**config.mk**
```make
export PLATFORM = sky130hd
export DESIGN_NAME = interval_set_coalescer
export DESIGN_NICKNAME = d
export VERILOG_FILES = /design/src/rtl/isc_pkg.sv /design/src/rtl/isc_ram.sv /design/src/rtl/interval_set_coalescer.sv
export SDC_FILE = /design/constraint.sdc
export NUM_CORES = 2
export LEC_CHECK = 0
export ABC_AREA = 1
export BUFFER_PORTS_ARGS = -buffer_cell sky130_fd_sc_hd__buf_4
export CORE_MARGIN = 4
export CORE_UTILIZATION = 45
export CTS_CLUSTER_DIAMETER = 200
export DETAILED_ROUTE_END_ITERATION = 10
export GPL_TIMING_DRIVEN = 1
export PLACE_DENSITY = 0.57
export SETUP_SLACK_MARGIN = 0.15
export SYNTH_ARGS = -nofsm -noshare
export SYNTH_HDL_FRONTEND = slang
export SYNTH_SLANG_ARGS = --single-unit
```
**constraint.sdc**
```tcl
create_clock -name clock -period 14.8 [get_ports clock]
set_input_delay 3.7 -clock clock [delete_from_list [all_inputs] [get_ports clock]]
set_output_delay 3.7 -clock clock [all_outputs]
set_load 0.005 [all_outputs]
```
**src/rtl/isc_pkg.sv**
```systemverilog
package isc_pkg;

   localparam int unsigned CapacityDefault = 32;
   localparam int unsigned ValueWidth = 32;
   localparam int unsigned StatusWidth = 3;

   typedef logic [StatusWidth-1:0] status_type;

   localparam status_type StNew = 3'd0;
   localparam status_type StExtLo = 3'd1;
   localparam status_type StExtHi = 3'd2;
   localparam status_type StJoin = 3'd3;
   localparam status_type StCovered = 3'd4;
   localparam status_type StFull = 3'd5;
   localparam status_type StListed = 3'd6;
   localparam status_type StEmpty = 3'd7;

   localparam logic OpInsert = 1'b0;
   localparam logic OpList = 1'b1;

   // Each memory word holds one interval: start in the upper half, end in the lower.
   typedef struct packed {
      logic [ValueWidth-1:0] lo;
      logic [ValueWidth-1:0] hi;
   } entry_type;

endpackage

```
**src/rtl/isc_ram.sv**
```systemverilog
module isc_ram #(
   parameter int unsigned Width = 64,
   parameter int unsigned Depth = 32
) (
   input  logic                     clock,
   input  logic                     wr_en,
   input  logic [$clog2(Depth)-1:0] wr_addr,
   input  logic [Width-1:0]         wr_data,
   input  logic [$clog2(Depth)-1:0] rd_addr,
   output logic [Width-1:0]         rd_data
);
   logic [Width-1:0] mem [Depth];

   always_ff @(posedge clock) begin
      if (wr_en) begin
         mem[wr_addr] <= wr_data;
      end
      rd_data <= mem[rd_addr];
   end
endmodule

```
**src/rtl/interval_set_coalescer.sv**
```systemverilog
// Interval set coalescer.
// Keeps a sorted table of disjoint, non-adjacent closed intervals of signed
// 32-bit values in one synchronous memory (one interval per word).
// Command channel: raise start with req_opcode/req_value while busy is low;
// the item is taken at that edge and busy stays high until the block is
// ready for the next item.
// Insert (opcode 0): the table is scanned from entry 0, one read per cycle,
// until the first start at or above the value; then the block either leaves
// the table as it is (covered or full), rewrites one entry, or shifts the
// tail up by one entry (open a new interval) or down by one entry (join
// two), one entry per cycle. One status item follows with last set. Scan
// and shift share the one read port and the one write port, so together
// they touch each entry once.
// List (opcode 1): one rsp item per stored interval, one per cycle,
// last set on the final one; the final item shows in the same cycle in
// which busy falls. An empty table gives a single 'empty' item in the
// cycle after the accepting edge.
// Results are shown for one cycle with rsp_valid; the receiver cannot stall.
// Reset empties the table at once (count cleared); the memory is not swept.
module interval_set_coalescer #(
   parameter int unsigned Capacity = isc_pkg::CapacityDefault
) (
   input  logic                                  clock,
   input  logic                                  reset,
   input  logic                                  start,
   output logic                                  busy,
   input  logic                                  req_opcode,
   input  logic signed [isc_pkg::ValueWidth-1:0] req_value,
   output logic                                  rsp_valid,
   output isc_pkg::status_type                   rsp_status,
   output logic signed [isc_pkg::ValueWidth-1:0] rsp_range_start,
   output logic signed [isc_pkg::ValueWidth-1:0] rsp_range_end,
   output logic                                  rsp_last
);
   import isc_pkg::*;

   localparam int unsigned AW = $clog2(Capacity);
   localparam int unsigned CW = $clog2(Capacity + 1);
   localparam logic [CW-1:0] CapC = CW'(Capacity);

   typedef enum logic [5:0] {
      S_IDLE  = 6'b000001,
      S_SCAN  = 6'b000010,
      S_LIST  = 6'b000100,
      S_SHUP  = 6'b001000,
      S_SHDN  = 6'b010000,
      S_DONE  = 6'b100000
   } state_type;

   state_type state_ff, state_in;
   logic [CW-1:0] count_ff, count_in;
   logic [CW-1:0] idx_ff, idx_in;       // address of the read issued last cycle
   logic          rdv_ff, rdv_in;       // a read is in flight
   logic [ValueWidth-1:0] u_ff, u_in;   // biased value
   entry_type     prev_ff, prev_in;     // entry p-1 once seen
   logic          has_prev_ff, has_prev_in;
   entry_type     hold_ff, hold_in;     // entry carried along a shift

   logic          wr_en;
   logic [AW-1:0] wr_addr, rd_addr;
   entry_type     wr_data, rd_data;
   logic [CW-1:0] rd_idx;

   logic          out_v;
   status_type    out_st;
   logic [ValueWidth-1:0] out_s, out_e;
   logic          out_l;

   isc_ram #(.Width($bits(entry_type)), .Depth(Capacity)) u_ram (
      .clock   (clock),
      .wr_en   (wr_en),
      .wr_addr (wr_addr),
      .wr_data (wr_data),
      .rd_addr (rd_addr),
      .rd_data (rd_data)
   );

   assign rd_addr = rd_idx[AW-1:0];

   always_comb begin
      state_in = state_ff;
      count_in = count_ff;
      idx_in = idx_ff;
      rdv_in = 1'b0;
      u_in = u_ff;
      prev_in = prev_ff;
      has_prev_in = has_prev_ff;
      hold_in = hold_ff;
      rd_idx = '0;
      wr_en = 1'b0;
      wr_addr = '0;
      wr_data = rd_data;
      out_v = 1'b0;
      out_st = StNew;
      out_s = u_ff;
      out_e = u_ff;
      out_l = 1'b1;
      case (state_ff)
         S_IDLE: begin
            if (start) begin
               u_in = {~req_value[ValueWidth-1], req_value[ValueWidth-2:0]};
               has_prev_in = 1'b0;
               idx_in = '0;
               rd_idx = '0;
               if (req_opcode == OpList) begin
                  if (count_ff == '0) begin
                     out_v = 1'b1;
                     out_st = StEmpty;
                     out_s = {1'b1, {(ValueWidth-1){1'b0}}};
                     out_e = {1'b1, {(ValueWidth-1){1'b0}}};
                  end else begin
                     rdv_in = 1'b1;
                     state_in = S_LIST;
                  end
               end else begin
                  rdv_in = (count_ff != '0);
                  state_in = S_SCAN;
               end
            end
         end
         S_LIST: begin
            // one entry out per cycle; next read issued meanwhile
            out_v = 1'b1;
            out_st = StListed;
            out_s = rd_data.lo;
            out_e = rd_data.hi;
            out_l = (idx_ff == count_ff - 1'b1);
            if (out_l) begin
               state_in = S_IDLE;
            end else begin
               idx_in = idx_ff + 1'b1;
               rd_idx = idx_ff + 1'b1;
               rdv_in = 1'b1;
            end
         end
         S_SCAN: begin
            if (rdv_ff && rd_data.lo < u_ff) begin
               // advance past an entry that starts below the value
               prev_in = rd_data;
               has_prev_in = 1'b1;
               if (idx_ff + 1'b1 < count_ff) begin
                  idx_in = idx_ff + 1'b1;
                  rd_idx = idx_ff + 1'b1;
                  rdv_in = 1'b1;
               end else begin
                  idx_in = idx_ff + 1'b1;
                  rdv_in = 1'b0;
               end
            end else begin
               // decide at p = idx_ff; rd_data valid if rdv_ff
               state_in = S_DONE;
               out_v = 1'b1;
               if (has_prev_ff && prev_ff.hi >= u_ff) begin
                  out_st = StCovered;
                  out_s = prev_ff.lo;
                  out_e = prev_ff.hi;
               end else if (rdv_ff && rd_data.lo == u_ff) begin
                  out_st = StCovered;
                  out_s = rd_data.lo;
                  out_e = rd_data.hi;
               end else if (has_prev_ff && u_ff != '0 && prev_ff.hi == u_ff - 1'b1
                            && rdv_ff && u_ff != '1 && rd_data.lo == u_ff + 1'b1) begin
                  // join: write p-1, then shift down from p+1
                  out_st = StJoin;
                  out_s = prev_ff.lo;
                  out_e = rd_data.hi;
                  wr_en = 1'b1;
                  wr_addr = AW'(idx_ff - 1'b1);
                  wr_data = '{lo: prev_ff.lo, hi: rd_data.hi};
                  count_in = count_ff - 1'b1;
                  if (idx_ff + 1'b1 < count_ff) begin
                     idx_in = idx_ff + 1'b1;
                     rd_idx = idx_ff + 1'b1;
                     rdv_in = 1'b1;
                     state_in = S_SHDN;
                  end
               end else if (has_prev_ff && u_ff != '0 && prev_ff.hi == u_ff - 1'b1) begin
                  out_st = StExtLo;
                  out_s = prev_ff.lo;
                  wr_en = 1'b1;
                  wr_addr = AW'(idx_ff - 1'b1);
                  wr_data = '{lo: prev_ff.lo, hi: u_ff};
               end else if (rdv_ff && u_ff != '1 && rd_data.lo == u_ff + 1'b1) begin
                  out_st = StExtHi;
                  out_e = rd_data.hi;
                  wr_en = 1'b1;
                  wr_addr = AW'(idx_ff);
                  wr_data = '{lo: u_ff, hi: rd_data.hi};
               end else if (count_ff >= CapC) begin
                  out_st = StFull;
               end else begin
                  // new: write at p, carry old p upward
                  out_st = StNew;
                  wr_en = 1'b1;
                  wr_addr = AW'(idx_ff);
                  wr_data = '{lo: u_ff, hi: u_ff};
                  count_in = count_ff + 1'b1;
                  if (rdv_ff) begin
                     hold_in = rd_data;
                     idx_in = idx_ff + 1'b1;
                     if (idx_ff + 1'b1 < count_ff) begin
                        rd_idx = idx_ff + 1'b1;
                        rdv_in = 1'b1;
                     end
                     state_in = S_SHUP;
                  end
               end
            end
         end
         S_SHUP: begin
            // write carried entry at idx, pick up the one that was there
            wr_en = 1'b1;
            wr_addr = AW'(idx_ff);
            wr_data = hold_ff;
            if (rdv_ff) begin
               hold_in = rd_data;
               idx_in = idx_ff + 1'b1;
               if (idx_ff + 1'b1 < count_ff - 1'b1) begin
                  rd_idx = idx_ff + 1'b1;
                  rdv_in = 1'b1;
               end
            end else begin
               state_in = S_IDLE;
            end
         end
         S_SHDN: begin
            // move entry idx down to idx-1
            wr_en = 1'b1;
            wr_addr = AW'(idx_ff - 1'b1);
            wr_data = rd_data;
            if (idx_ff + 1'b1 < count_ff + 1'b1) begin
               idx_in = idx_ff + 1'b1;
               rd_idx = idx_ff + 1'b1;
               rdv_in = 1'b1;
            end else begin
               state_in = S_IDLE;
            end
         end
         S_DONE: begin
            state_in = S_IDLE;
         end
         default: begin
            state_in = S_IDLE;
         end
      endcase
   end

   always_ff @(posedge clock) begin
      if (reset) begin
         state_ff <= S_IDLE;
         count_ff <= '0;
         rdv_ff <= 1'b0;
         rsp_valid <= 1'b0;
      end else begin
         state_ff <= state_in;
         count_ff <= count_in;
         rdv_ff <= rdv_in;
         rsp_valid <= out_v;
      end
      idx_ff <= idx_in;
      u_ff <= u_in;
      prev_ff <= prev_in;
      has_prev_ff <= has_prev_in;
      hold_ff <= hold_in;
      rsp_status <= out_st;
      rsp_range_start <= {~out_s[ValueWidth-1], out_s[ValueWidth-2:0]};
      rsp_range_end <= {~out_e[ValueWidth-1], out_e[ValueWidth-2:0]};
      rsp_last <= out_l;
   end

   // hold busy while the block works; the final item may still be on the outputs
   assign busy = (state_ff != S_IDLE) || (rsp_valid && !rsp_last);
endmodule

```
==> results by stage <==
Worst setup path:
- The nature of the critical path startpoint is a flip-flop.
- The worst setup path is of the reg -> reg kind.
- Data on the critical path arrives at its endpoint at 9280 ps.
- The category of the worst setup path capture point is a flip-flop.
- The critical path's slowest cell is sky130_fd_sc_hd__buf_4.
- The maximum fanout encountered on the critical timing path is 159.
- The startpoint of the worst setup timing path is u_ff[7]$_DFFE_PP_.
- The worst path required time is 15590 ps.
- The most frequent cell on the critical path is sky130_fd_sc_hd__nand2_1.
- In this run the critical register-to-register path is launched from u_ff[7]$_DFFE_PP_.
- The largest single stage delay on the critical path is 910 ps.

Synth:
- When the netlist entered floorplanning its net count stood at 10680.
- The post-synthesis cell count is 10550.
- The top flip-flop cell by instance count after synthesis is sky130_fd_sc_hd__edfxtp_1.
- For this run, asynchronously set or reset flops after synthesis account for 0%.
- The cell with the most instances after synthesis is sky130_fd_sc_hd__edfxtp_1.
- Counting instances in the post-synthesis netlist gives the leading cell types as 2215 x sky130_fd_sc_hd__edfxtp_1, 2103 x sky130_fd_sc_hd__nand3_1, 2001 x sky130_fd_sc_hd__nand2_1.
- The area share of the largest cell type after synthesis is 60.64%.
- The xor and xnor fraction of the mapped netlist area is 0.6274%.
- The synthesized netlist devotes 3.162% of its cell area to compound gates.
- The Yosys warning count is 0.
- After synthesis the cells add up to 0.1097 mm².
- After synthesis, the largest family of logic cells by area is simple AND/OR/NAND/NOR gates.
- The basic-gate share of the synthesized area counting and, or, nand and nor cells is 23.89%.
- The adder-cell share of the synthesized area is 1.004%.
- In this run, synthesis produced a sequential element count of 2361.
- The average instance in the mapped netlist occupies 10.40 µm².
- The cell type contributing the most total cell area after synthesis is sky130_fd_sc_hd__edfxtp_1.
- The number of distinct library cell variants in the gate-level netlist after synthesis is 57.
- The sequential fraction of the synthesis area is 63.30%.
- Yosys attributes the largest share of cell area to sky130_fd_sc_hd__edfxtp_1 61%, sky130_fd_sc_hd__nand3_1 9.6%, sky130_fd_sc_hd__nand2_1 6.8%.
- The post-synthesis mux area share is 0.01825%.
- In this run, synthesis inferred 2215 flip-flops with an integrated enable.

Power and ir drop:
- Net switching is 26.11% of the power.
- Of the total power, combinational logic draws 11.5%.
- Sequential cells burn 48.4% of the power.
- The leakage power is 46.97 nW.
- The ratio of total power to cell area is 132.4 mW/mm².
- The worst vdd rail ir drop is 0.1313 mV.
- Cell internal power was estimated by the tool at 0.01194 W.
- In this run the power spent charging and discharging nets is 0.004219 W.
- The relative contribution of the clock network to total power is 40.1%.

Clock tree:
- In this run, CTS created clock tree buffers numbering 274.
- The hold buffer count at CTS is 0.
- TritonCTS built the clock tree.
- For this design, the sink count on the clock tree is 2361.
- In this run the post-CTS setup repair buffer count came out at 0.
- The maximum number of buffers from clock root to sink is 4.
- The worst-skew pair later-pin latency is 950 ps.
- The cell at the root of the clock tree is sky130_fd_sc_hd__clkbuf_16.
- In this run, post-CTS repair resized a total of 0 instances.
- The level count of the clock H-tree is 5.
- The clock slew seen by the registers of the worst setup and hold paths is 60 ps.

STA:
- At the pin with the least slew margin, the transition time is 1359 ps.
- The final critical path takes up 57.36% of the cycle.
- The worst path in the final design needs a cycle of 8489 ps, including I/O delays and setup.
- For the final database, setup skew stands at 80.53 ps.
- The final hold violation count is 0.
- Setup repair after global routing left no endpoint under its margin.
- The final count of pins violating max slew is 0.
- The worst pin sits at a relative slew slack of 9.380%.
- After routing, the total negative slack on setup checks comes to 0 ps.
- The total of endpoints with negative setup slack in the final report is 0.
- Static timing analysis puts the maximum clock frequency at 117.8 MHz.

Layout:
- The final instance area is 0.1221 mm².
- The post-route netlist has 7.784% of its cells at a drive strength greater than 1.
- Relative to the synthesized area, the layout overhead comes to 11.28%.
- The number of fill cells is 21580.
- At the end of the flow, the number of nets in the layout was 10590.

Floorplan:
- For this configuration, the core starts out at a cell density of 45.43%.
- The area of the die is 0.2517 mm².
- The floorplan row count is 180.
- The number of primary I/O pins is 106.
- The area inside the core boundary is 0.2414 mm².
- From left edge to right edge, the die measures 501.7 µm.
- The y dimension of the die is 501.7 µm.

Route:
- The via density per instance is 5.812.
- For this run, design rule violations remaining after detail routing come to 0.
- The violation count after the first detailed-routing iteration is 10470.
- The post-detailed-route wirelength per cell is 27.59 µm.
- The post-detailed-routing wire length is 382200 µm.
- The detailed router placed 80510 vias in this run.
- The first detailed-routing pass took 6 iterations.
- In this run the remaining antenna-violating nets after routing total 0.

Placement:
- The routability-driven placement congestion ratio is 0.9684.
- Once placement finished, the instance area stood at 0.1136 mm².
- Detailed placement finished with a half-perimeter wire length of 208100 µm.
- The count of buffers added on input and output ports is 105.

Global route:
- Summed over all layers, the global routing overflow is 0.
- In the global route stage, overall resource usage came out at 29.72%.
- The number of global-route vias before repair is 74690.
- The first-pass GRT wire length is 546700 µm.
- The maximum number of pins on one net before global-route repair is 189.
- The initial antenna violation count was 23.

Worst hold path:
- The startpoint of the worst hold path is u_ram.rd_data[20]$_DFF_P_.
- The min-delay analysis places its worst path in the category reg -> reg.

Outcome:
- The flow ran to the end, and the final reports show no timing, DRC or antenna violations.

Flow run:
- The max-capacitance violation count is 0.
-- registers in the layout, indices dropped and copies added (netlist names) --
register         count
rsp_last             1
idx_ff               6
u_ff                32
u_ram.rd_data       64
prev_ff             64
count_ff             6
has_prev_ff          1
rsp_range_start     32
u_ram.mem         2048
rsp_status           3
rsp_range_end       32
state_ff             6
rdv_ff               1
rsp_valid            1
hold_ff             64
-- power groups by stage --
stage / combinational, W / sequential, W / clock [W]
6_report: 0.00186 / 0.00782 / 0.00648
5_1_grt: 0.00199 / 0.00782 / 0.00688
4_1_cts: 0.00183 / 0.00781 / 0.00658
3_5_place_dp: 0.00182 / 0.00795 / 0
3_3_place_gp: 0.00182 / 0.00795 / 0
2_1_floorplan: 0.000962 / 0.00785 / 0
-- final cells by class --
type                       instances  area, µm²  share of cell area [%]
multi-input combinational       6012      31910                   26.14
tap                             3185       3985                   3.265
antenna                            5      12.51                 0.01025
sequential                      2361      69440                   56.89
clock inverter                   108      829.5                  0.6796
clock buffer                     367       7622                   6.245
timing repair buffer             329       2658                   2.177
inverter                        1486       5605                   4.592
-- cells by family (layout without fill, tap and decap cells) --
group | after synthesis | after routing
buf+inv | 2178 | 2290
compound gates | 531 | 531
flops | 2361 | 2361
fa+ha+maj | 88 | 88
simple gates | 5314 | 5314
mux | 2 | 2
other cells | 0 | 5
xor+xnor | 77 | 77
-- metrics by stage --
step	power [W]	worst slack [ps]	std cells	hold slack [ps]	utilization (%)
floorplan	0.008817	8437	10550	442.2	-
global placement	0.009766	6588	13370	552.4	47.05
detailed placement	0.009775	6575	13370	556.5	47.05
CTS	0.01622	6592	13850	561.1	50.55
global route	0.01669	6084	13850	574.3	50.55
finish	0.01616	6311	13850	565.0	50.56
-- layer usage --
layer,up-vias,GRT usage (%),share of wire (%)
met4,6,10.48,3.8
met3,686,4.958,9.0
met1,39710,43.35,43
met5,-,0,0.011
li1,36030,-,-
met2,4078,44.99,44
-- worst max-delay path: cells and delay by family (launching register included) --
| family | cells | cell delay [ps] |
|---|---|---|
| buffers and inverters | 6 | 3330 |
| AND/OR/NAND/NOR | 17 | 3140 |
| flip-flops | 1 | 840 |
| adder cells (fa/ha/maj) | 1 | 400 |
| AO/OA/AOI/OAI | 1 | 280 |
-- final timing paths --
path	cells after the start	slack, ps	to
worst max-delay path	25	6310	u_ram.rd_data[46]$_DFF_P_
worst min-delay path	0	570	prev_ff[20]$_DFFE_PP_
worst max register to register	25	6310	u_ram.rd_data[46]$_DFF_P_
worst min register to register	0	570	prev_ff[20]$_DFFE_PP_
-- cell usage in the layout, fill, tap and decap left out, types with 74 or more instances in the layout --
cell / Yosys / routed
sky130_fd_sc_hd__nand2_1: 2001 / 1996
sky130_fd_sc_hd__nor2_1: 231 / 194
sky130_fd_sc_hd__dfxtp_1: 146 / 146
sky130_fd_sc_hd__clkbuf_16: 0 / 287
sky130_fd_sc_hd__buf_4: 28 / 314
sky130_fd_sc_hd__inv_1: 1457 / 1452
sky130_fd_sc_hd__o2111ai_1: 93 / 90
sky130_fd_sc_hd__nand3b_1: 840 / 840
sky130_fd_sc_hd__nand3_1: 2103 / 2103
sky130_fd_sc_hd__a21oi_1: 81 / 81
sky130_fd_sc_hd__ha_1: 88 / 88
sky130_fd_sc_hd__o21ai_0: 195 / 191
sky130_fd_sc_hd__edfxtp_1: 2215 / 2215
sky130_fd_sc_hd__o211ai_1: 74 / 74
(Power assumes the default switching activity.)
